**config.mk**
```make
export PLATFORM = sky130hd
export DESIGN_NAME = free_block_recycle_cache
export DESIGN_NICKNAME = d
export VERILOG_FILES = /design/src/design/fbrc_pkg.sv /design/src/design/fbrc_front.sv /design/src/design/fbrc_back.sv /design/src/design/free_block_recycle_cache.sv
export SDC_FILE = /design/constraint.sdc
export NUM_CORES = 2
export LEC_CHECK = 0
export ABC_CLOCK_PERIOD_IN_PS = 16700
export CAP_MARGIN = 25
export CORE_MARGIN = 4
export CORE_UTILIZATION = 47
export DETAILED_ROUTE_END_ITERATION = 8
export DONT_BUFFER_PORTS = 1
export MAX_ROUTING_LAYER = met4
export PLACE_DENSITY = 0.7
export SETUP_SLACK_MARGIN = 0.1
export SLEW_MARGIN = 20
export SYNTH_ARGS = -nofsm -noshare
export SYNTH_HDL_FRONTEND = slang
export SYNTH_SLANG_ARGS = --single-unit
```
**constraint.sdc**
```tcl
create_clock -name clk -period 16.7 [get_ports clk]
set_input_delay 0.835 -clock clk [delete_from_list [all_inputs] [get_ports clk]]
set_output_delay 0.835 -clock clk [all_outputs]
set_load 0.1 [all_outputs]
```
**src/design/fbrc_pkg.sv**
```systemverilog
// ----------------------------------------------------------------------------
// fbrc_pkg
// Shared types and codes for the free block recycle cache.
// ----------------------------------------------------------------------------
package fbrc_pkg;

  localparam int unsigned SIZE_W = 32;
  localparam int unsigned FIELD_W = 32;
  localparam int unsigned STATUS_W = 3;

  typedef enum logic [STATUS_W-1:0] {
    ST_HIT       = 3'd0,
    ST_MISS      = 3'd1,
    ST_ZERO      = 3'd2,
    ST_STORED    = 3'd3,
    ST_NULL_FREE = 3'd4
  } status_t;

  typedef enum logic [1:0] {
    OP_ALLOC = 2'd0,
    OP_FREE  = 2'd1,
    OP_ZERO  = 2'd2,
    OP_NULL  = 2'd3
  } op_t;

  typedef struct packed {
    op_t                op;
    logic [SIZE_W-1:0]  size;
    logic [FIELD_W-1:0] addr;
  } cmd_t;

  typedef struct packed {
    status_t            status;
    logic [FIELD_W-1:0] result_address;
    logic               evict_valid;
    logic [FIELD_W-1:0] evict_address;
  } rsp_t;

endpackage

```
**src/design/fbrc_front.sv**
```systemverilog
// ----------------------------------------------------------------------------
// fbrc_front
// Accepts items, classifies them and holds them in a two-entry command queue.
// ----------------------------------------------------------------------------
module fbrc_front #(
  parameter int unsigned ADDR_BITS = 32
) (
  input  logic                          clk,
  input  logic                          rst_n,
  input  logic                          in_push,
  output logic                          in_full,
  input  logic                          in_action,
  input  logic [fbrc_pkg::SIZE_W-1:0]   in_request_size,
  input  logic [fbrc_pkg::FIELD_W-1:0]  in_block_address,
  input  logic [fbrc_pkg::FIELD_W-1:0]  in_header_word,
  output logic                          cmd_valid,
  input  logic                          cmd_take,
  output fbrc_pkg::cmd_t                cmd
);

  localparam int unsigned AW = (ADDR_BITS < fbrc_pkg::FIELD_W) ? ADDR_BITS : fbrc_pkg::FIELD_W;

  fbrc_pkg::cmd_t q_r [2];
  fbrc_pkg::cmd_t cls;
  logic [1:0] cnt_r, cnt_nxt;
  logic       rd_r, rd_nxt;
  logic       wr_r, wr_nxt;
  logic       push_ok;
  logic [fbrc_pkg::FIELD_W-1:0] addr_m;

  always_comb begin
    addr_m = '0;
    addr_m[AW-1:0] = in_block_address[AW-1:0];
    cls.addr = addr_m;
    cls.size = in_request_size;
    if (in_action == 1'b0) begin
      cls.op = (in_request_size == '0) ? fbrc_pkg::OP_ZERO : fbrc_pkg::OP_ALLOC;
    end else begin
      cls.op   = (addr_m == '0) ? fbrc_pkg::OP_NULL : fbrc_pkg::OP_FREE;
      cls.size = {in_header_word[fbrc_pkg::SIZE_W-1:2], 2'b00};
    end
  end

  assign in_full   = (cnt_r == 2'd2);
  assign push_ok   = in_push && !in_full;
  assign cmd_valid = (cnt_r != 2'd0);
  assign cmd       = q_r[rd_r];

  always_comb begin
    cnt_nxt = cnt_r;
    rd_nxt  = rd_r;
    wr_nxt  = wr_r;
    if (push_ok) begin
      wr_nxt = ~wr_r;
    end
    if (cmd_take) begin
      rd_nxt = ~rd_r;
    end
    if (push_ok && !cmd_take) begin
      cnt_nxt = cnt_r + 2'd1;
    end else if (!push_ok && cmd_take) begin
      cnt_nxt = cnt_r - 2'd1;
    end
  end

  always_ff @(posedge clk) begin
    if (!rst_n) begin
      cnt_r <= '0;
      rd_r  <= 1'b0;
      wr_r  <= 1'b0;
    end else begin
      cnt_r <= cnt_nxt;
      rd_r  <= rd_nxt;
      wr_r  <= wr_nxt;
    end
    if (push_ok) begin
      q_r[wr_r] <= cls;
    end
  end

endmodule

```
**src/design/fbrc_back.sv**
```systemverilog
// ----------------------------------------------------------------------------
// fbrc_back
// Shift list of freed blocks: parallel size match, priority pick, close-up.
// ----------------------------------------------------------------------------
module fbrc_back #(
  parameter int unsigned ENTRIES = 16
) (
  input  logic           clk,
  input  logic           rst_n,
  input  logic           cmd_valid,
  output logic           cmd_take,
  input  fbrc_pkg::cmd_t cmd,
  output logic           out_empty,
  input  logic           out_pop,
  output fbrc_pkg::rsp_t rsp
);

  logic [fbrc_pkg::FIELD_W-1:0] addr_r [ENTRIES];
  logic [fbrc_pkg::SIZE_W-1:0]  size_r [ENTRIES];
  logic [ENTRIES-1:0]           valid_r;
  logic [ENTRIES-1:0]           match;
  logic [ENTRIES-1:0]           below;
  logic [ENTRIES-1:0]           first;
  logic [fbrc_pkg::SIZE_W:0]    limit;
  logic                         full_r;
  fbrc_pkg::rsp_t               rsp_r, rsp_nxt;
  logic [fbrc_pkg::FIELD_W-1:0] hit_addr;
  logic                         hit;

  assign limit = {cmd.size, 1'b0};

  always_comb begin
    for (int i = 0; i < ENTRIES; i++) begin
      match[i] = valid_r[i] && (size_r[i] >= cmd.size)
                 && ({1'b0, size_r[i]} <= limit);
    end
  end

  // prefix "some earlier match" runs one step per slot
  always_comb begin
    below[0] = 1'b0;
    for (int i = 1; i < ENTRIES; i++) begin
      below[i] = below[i-1] | match[i-1];
    end
    first = match & ~below;
    hit = |match;
    hit_addr = '0;
    for (int i = 0; i < ENTRIES; i++) begin
      hit_addr = hit_addr | (addr_r[i] & {fbrc_pkg::FIELD_W{first[i]}});
    end
  end

  assign cmd_take  = cmd_valid && (!full_r || out_pop);
  assign out_empty = !full_r;
  assign rsp       = rsp_r;

  always_comb begin
    rsp_nxt = '0;
    unique case (cmd.op)
      fbrc_pkg::OP_ZERO: rsp_nxt.status = fbrc_pkg::ST_ZERO;
      fbrc_pkg::OP_NULL: rsp_nxt.status = fbrc_pkg::ST_NULL_FREE;
      fbrc_pkg::OP_ALLOC: begin
        rsp_nxt.status = hit ? fbrc_pkg::ST_HIT : fbrc_pkg::ST_MISS;
        rsp_nxt.result_address = hit ? hit_addr : '0;
      end
      fbrc_pkg::OP_FREE: begin
        rsp_nxt.status        = fbrc_pkg::ST_STORED;
        rsp_nxt.evict_valid   = valid_r[ENTRIES-1];
        rsp_nxt.evict_address = valid_r[ENTRIES-1] ? addr_r[ENTRIES-1] : '0;
      end
      default: rsp_nxt = '0;
    endcase
  end

  always_ff @(posedge clk) begin
    if (!rst_n) begin
      full_r  <= 1'b0;
      valid_r <= '0;
    end else begin
      if (cmd_take) begin
        full_r <= 1'b1;
      end else if (out_pop) begin
        full_r <= 1'b0;
      end
      if (cmd_take && cmd.op == fbrc_pkg::OP_FREE) begin
        valid_r <= {valid_r[ENTRIES-2:0], 1'b1};
      end else if (cmd_take && cmd.op == fbrc_pkg::OP_ALLOC && hit) begin
        for (int i = 0; i < ENTRIES - 1; i++) begin
          valid_r[i] <= (below[i] || match[i]) ? valid_r[i+1] : valid_r[i];
        end
        valid_r[ENTRIES-1] <= 1'b0;
      end
    end
    if (cmd_take) begin
      rsp_r <= rsp_nxt;
    end
    if (cmd_take && cmd.op == fbrc_pkg::OP_FREE) begin
      addr_r[0] <= cmd.addr;
      size_r[0] <= cmd.size;
      for (int i = 1; i < ENTRIES; i++) begin
        addr_r[i] <= addr_r[i-1];
        size_r[i] <= size_r[i-1];
      end
    end else if (cmd_take && cmd.op == fbrc_pkg::OP_ALLOC && hit) begin
      for (int i = 0; i < ENTRIES - 1; i++) begin
        if (below[i] || match[i]) begin
          addr_r[i] <= addr_r[i+1];
          size_r[i] <= size_r[i+1];
        end
      end
    end
  end

endmodule

```
**src/design/free_block_recycle_cache.sv**
```systemverilog
// ----------------------------------------------------------------------------
// free_block_recycle_cache
// Most-recently-used cache of freed blocks in front of a global allocator.
//
//   channel | ports                                    | handshake
//   input   | in_action, in_request_size, in_block_... | in_push / in_full
//   result  | out_status, out_result_address, out_e... | out_empty / out_pop
//
// One item per cycle sustained while results are popped; an item's result passes
// through the command queue, then the list update and result register.
// The list update is a parallel match over all entries and a shift.
// Reset empties the list at once; no clearing pass.
// A stalled result holds the list; the two-entry queue absorbs input meanwhile.
// ----------------------------------------------------------------------------
module free_block_recycle_cache #(
  parameter int unsigned ENTRIES   = 16,
  parameter int unsigned ADDR_BITS = 32
) (
  input  logic                         clk,
  input  logic                         rst_n,
  input  logic                         in_push,
  output logic                         in_full,
  input  logic                         in_action,
  input  logic [fbrc_pkg::SIZE_W-1:0]  in_request_size,
  input  logic [fbrc_pkg::FIELD_W-1:0] in_block_address,
  input  logic [fbrc_pkg::FIELD_W-1:0] in_header_word,
  output logic                         out_empty,
  input  logic                         out_pop,
  output logic [fbrc_pkg::STATUS_W-1:0] out_status,
  output logic [fbrc_pkg::FIELD_W-1:0] out_result_address,
  output logic                         out_evict_valid,
  output logic [fbrc_pkg::FIELD_W-1:0] out_evict_address
);

  logic           cmd_valid;
  logic           cmd_take;
  fbrc_pkg::cmd_t cmd;
  fbrc_pkg::rsp_t rsp;

  fbrc_front #(.ADDR_BITS(ADDR_BITS)) u_front (
    .clk(clk), .rst_n(rst_n),
    .in_push(in_push), .in_full(in_full),
    .in_action(in_action), .in_request_size(in_request_size),
    .in_block_address(in_block_address), .in_header_word(in_header_word),
    .cmd_valid(cmd_valid), .cmd_take(cmd_take), .cmd(cmd)
  );

  fbrc_back #(.ENTRIES(ENTRIES)) u_back (
    .clk(clk), .rst_n(rst_n),
    .cmd_valid(cmd_valid), .cmd_take(cmd_take), .cmd(cmd),
    .out_empty(out_empty), .out_pop(out_pop), .rsp(rsp)
  );

  assign out_status         = rsp.status;
  assign out_result_address = rsp.result_address;
  assign out_evict_valid    = rsp.evict_valid;
  assign out_evict_address  = rsp.evict_address;

endmodule

```
# Yosys cells after proc, flatten, opt, wreduce, memory -nomap -nowiden
# Memory sizes are Yosys's and may differ from the RTL's. A register that Yosys moved wholly into a read port is not among the register bits.
# Cells that the tools add are included.
[totals]
reg_bits = 89
ram_bits = 1156
word_cells = 365
n_memories = 3
[classes]
n_addsub = 2
order_cmp = 32
eq_ne = 4
muxes = 123
bitwise = 79
reduce_logical = 98
[mem_list]
columns = ["memory", "words", "word_bits", "rd", "rd_ports_with_merged_regs", "write_ports", "line", "text"]
rows = [
  ["u_back.addr_r", 16, 32, 16, 0, 16, "fbrc_back.sv:18", "logic [fbrc_pkg::FIELD_W-1:0] addr_r [ENTRIES];"],
  ["u_back.size_r", 16, 32, 16, 0, 16, "fbrc_back.sv:19", "logic [fbrc_pkg::SIZE_W-1:0] size_r [ENTRIES];"],
  ["u_front.q_r", 2, 66, 1, 1, 1, "fbrc_front.sv:23", "fbrc_pkg::cmd_t q_r [2];"],
]
[op_table]
columns = ["operator", "count"]
rows = [
  ["2-to-1 mux 32 bit", 31],
  ["less-or-equal comparator 32 x 33 -> 1 bit", 16],
  ["bitwise AND 32 bit", 16],
  ["greater-or-equal comparator 32 bit", 16],
  ["bitwise OR 32 bit", 15],
  ["2-to-1 mux 1 bit", 84],
  ["zero test 32 bit", 2],
  ["bitwise OR 1 bit", 44],
  ["logical AND 1 bit", 39],
  ["nonzero test 2 bit", 19],
  ["AND reduction 2 bit", 17],
  ["2-to-1 mux 16 bit", 2],
  ["bitwise AND 16 bit", 1],
  ["NOT 16 bit", 1],
  ["OR reduction 16 bit", 1],
  ["logical OR 1 bit", 15],
  ["one-hot mux 3 bit (4 select lines)", 1],
  ["2-to-1 mux 2 bit", 5],
  ["== test 2 bit, second input constant", 3],
  ["zero test 1 bit", 4],
  ["adder 2 x 1 -> 2 bit, second input constant", 1],
  ["== test 2 x 1 -> 1 bit, second input constant", 1],
  ["zero test 2 bit", 1],
  ["NOT 1 bit", 2],
  ["subtractor 2 x 1 -> 2 bit, second input constant", 1],
]

# Longest topological paths before layout
# An unclocked memory read counts as a cell.
[logic_depth]
depth_word = 36
depth_mapped = 19

# By module
# A second synthesis with hierarchy kept.
[unflattened]
cells_unflattened = 6628
hier_area_um2 = 76781.1
[by_module_without_submodules]
columns = ["module", "instances", "cells_each", "area_per_inst_um2", "seq_area_each_um2"]
rows = [
  ["fbrc_back", 1, 6338, 71262.1, 33131.8],
  ["fbrc_front", 1, 290, 5519.0, 4063.9],
]

# Worst setup path after synthesis
# OpenSTA, ideal clock, no wires.
[synth_timing]
path_type = "register -> register"
start = "register with a tool-made name"
end = "register u_back.valid_r[10]"
setup_time_ps = 391
arrival_time_ps = 10363
path_slack_ps = 5945
stages_incl_launch_ff = 18
n_path_buf = 5
cell_sequence = "dfxtp_1 > buf_1 > clkbuf_1 > mux2i_1 > ha_1 > a21o_1 > nand3_1 > a211oi_1 > a2111oi_0 > nor2_1 > a211oi_1 > or4_1 > buf_2 > buf_2 > buf_1 > nor4b_1 > o21ai_0 > a311oi_1"
[synth_lines]
columns = ["item", "line", "text"]
rows = [
  ["end signal, assigned", "fbrc_back.sv:86", "valid_r <= {valid_r[ENTRIES-2:0], 1'b1};"],
  ["end signal, assigned by index", "fbrc_back.sv:89", "valid_r[i] <= (below[i] || match[i]) ? valid_r[i+1] : valid_r[i];"],
  ["end, declared", "fbrc_back.sv:20", "logic [ENTRIES-1:0] valid_r;"],
]

==> key figures <==
Cells and area
  • Synth-to-Final Area Change: 10.2%
  • Design area: approximately 85000 sq um
  • Commonest non-fill, non-tap cell in the layout: nand2_1
  • Commonest non-fill, non-tap cells in the layout: 1238 x nand2_1, 1224 x edfxtp_1, 1013 x ha_1
  • Fillers: 14000
  • Register Area: 37200 sq um
  • Util after Layout: 0.520
  • Final #Nets: 7747
  • Multi-input logic area: 38600 sq um
  • Layout cells sized above 1: 0.137

Power and ir drop
  • Leakage power: 32.3 nW
  • Sequential share of power: 0.426
  • Cell Pwr Density: 163 nW/um^2
  • Overall power: 0.0138 W
  • Clock share of power: 0.227
  • Worst IR drop on VDD: roughly 170 uV
  • Internal Pwr Total: 0.00823 W
  • Switching power: between 0.005 and 0.006 W
  • Logic gate share of total power: 0.346
  • Switch share: 0.404

Clock network
  • Clock slew at reported path FFs: 0.06 ns
  • CTS Buffer Depth: 3
  • Cts hold-fix bufs: 0
  • H-tree Lvls: 4
  • Resized Gates After CTS: 0
  • Post-CTS setup buffers: 0
  • Clock Sinks: 1246
  • CTS buffer count: 140
  • Clock latency on the worst-skew pair: slightly below 0.8 ns
  • Clock Tree Root: clkbuf_16
  • CTS tree: done

Critical path
  • WS Path Type: register to register
  • Register-to-register setup slack: 7.66 ns
  • CP max FO: 39
  • Worst setup SP type: register
  • Data arrival, critical path: 9.56 ns
  • Endpoint class of the critical path: register
  • Crit path required time: 17.22 ns

Synth
  • Netlist cell types: 89
  • Top cell type's share of synthesized area: 0.479
  • Main synth FF type: edfxtp_1
  • Synthesized area: 76800 sq um
  • #FFs+latches synth: roughly 1200
  • Synthesized area per cell: around 12 sq um
  • Post-synth EDFFs: 1224
  • Async SR Flop Fraction: 0
  • Top cell type by total area after synthesis: edfxtp_1
  • Post-synthesis cell count: 6643
  • Syn nets: 7757
  • Synth warnings: 0
  • Sequential share of the synthesized area: 0.484
  • Top cells by area, synth: edfxtp_1 48%, ha_1 17%, mux2_2 7.6%, nand2_1 6.1%, a21oi_1 2.2%

Detailed routing
  • DR pass1 iterations: 9
  • # DRC: 0
  • Wirelength per Cell: 24.1 microns
  • Final Routed Wirelength: 215000 microns
  • Iter 0 DRT Violations: 5586
  • Via density: 6.30
  • DR vias: 56200
  • Routed Antenna Nets: 0

Place
  • Placed Area: about 80000 sq um
  • I/O Buffers: 0
  • Hpwl dp: 154000 microns
  • Routability cong.: 0.904

Worst hold path
  • Type of the worst min-delay path: input port to register

Timing
  • Slew HR: 0.248
  • Setup Skew: around 0.036 ns
  • Setup TNS: 0 ns
  • Max Transition Viols Final: 0
  • Fin crit share: 0.541
  • RSZ-0062 raised after global routing: no
  • Endpoints failing setup: 0
  • Slew @ Worst Pin: approximately 1.1 ns
  • Tmin final: 9.04 ns
  • Final Hold Vio Count: 0
  • WHS: around 0.15 ns
  • Fmax: between 0.1 and 0.15 GHz

Floorplanning
  • Chip width: 412 microns
  • Row count: roughly 150
  • Core ar.: about 160000 sq um
  • Die height: slightly above 400 microns
  • Starting Density: 0.472
  • Die area: 170000 sq um
  • IO Count: 171

GRT
  • Global routing usage on met1: 0.345
  • Vias in the first global route: 55000
  • GRT busiest layer: met2
  • Initial antenna violation count: 3
  • Grt total ovfl: 0
  • Met3 Use GR: 0.0422
  • Total global-route track usage: 0.254
  • First-pass GRT wire length: 327000 microns
  • Met2 GRT Util: 0.380
  • Largest net degree at the start of global routing: approximately 230

Job
  • Number of max-cap violations: 0

Outcome
  • Outcome: finished clean
==> stage by stage <==
step	cells	setup WS, ns
finish	8921	7.66
floorplan	6643	5.95
global route	8921	7.38
detailed placement	8661	7.77
CTS	8913	7.73
global placement	8657	7.81
==> worst max-delay path: stages (launching register included) <==
cell and delay, ns:
dfxtp_4 0.84, buf_4 0.82, mux2_2 0.29, buf_4 0.41
ha_1 0.33, nand2b_1 0.14, a2111oi_0 0.76, o311ai_1 0.21
o311a_1 0.38, o21ai_2 0.13, buf_4 0.41, a21oi_1 0.19
or4_2 0.96, nor3_4 0.46, a21o_1 0.74, or2_2 0.74
buf_4 0.51, mux2_2 0.39
==> per-layer routing <==
metal / vias to the layer above / wire, microns
met5: - / 0
met4: 0 / 8900
met3: 395 / 17400
met2: 2523 / 96500
met1: 27600 / 92400
li1: 25700 / -
==> cells by family after synthesis <==
family	after synthesis	share of synthesized area
and+or+nand+nor	2013	0.118
AOI/OAI and AO/OA	1266	0.110
DFF	1246	0.484
adders and majority gates	1013	0.165
muxes	702	0.101
buffers and inverters	399	0.0212
xor gates and xnor gates	4	0.000456
==> cells in the mapped netlist, types with 32 or more instances <==
cell,n
a2111o_1,33
a211oi_1,131
a21o_1,100
a21oi_1,345
a221oi_1,53
a22oi_1,37
a311oi_1,34
a31oi_1,46
and3_1,45
buf_2,57
clkbuf_1,177
edfxtp_1,1224
ha_1,1013
inv_1,138
mux2_1,71
mux2_2,519
mux2i_1,111
nand2_1,1244
nand3_1,127
nand3b_1,32
nand4_1,155
nor2_1,171
nor3_1,59
nor4_1,39
o211ai_1,34
o21ai_0,236
o22ai_1,34
==> state kept, by name, summed over array words and instances (netlist names), named ones only <==
signal and count:
u_front.q_r 132, u_back.size_r 512, u_back.addr_r 512, u_front.cnt_r 2, u_front.rd_r 1, u_back.rsp 68, u_back.valid_r 16, u_front.wr_r 1
u_back.full_r 1
==> final timing paths <==
check                                       endpoint  depth (start not counted)            startpoint
worst min-delay path               u_front.q_r[1][2]                          0   in_block_address[2]
worst min register to register  u_back.size_r[15][0]                          0  u_back.size_r[14][0]
worst max register to register  u_back.size_r[8][31]                         17              register
worst max-delay path            u_back.size_r[8][31]                         17              register
==> final cells by class <==
class | instances | area share
clock buffers | 171 | 0.0439
repair buffers | 106 | 0.0109
well taps | 2175 | 0.0322
multi-input cells | 4998 | 0.456
flip-flops and latches | 1246 | 0.440
diodes | 3 | 0.0000887
clock inverters | 81 | 0.0107
inverters | 141 | 0.00636
==> power groups by stage <==
stage	Combinational [W]	Clock (W)	Sequential [W]
after floorplan	0.00329	0	0.00561
after global placement	0.00439	0	0.00591
after detailed placement	0.00471	0	0.00592
after CTS	0.00475	0.00317	0.00586
after global routing	0.00538	0.00331	0.00595
final	0.00478	0.00314	0.00589
Power figures use the tool's default switching activity.
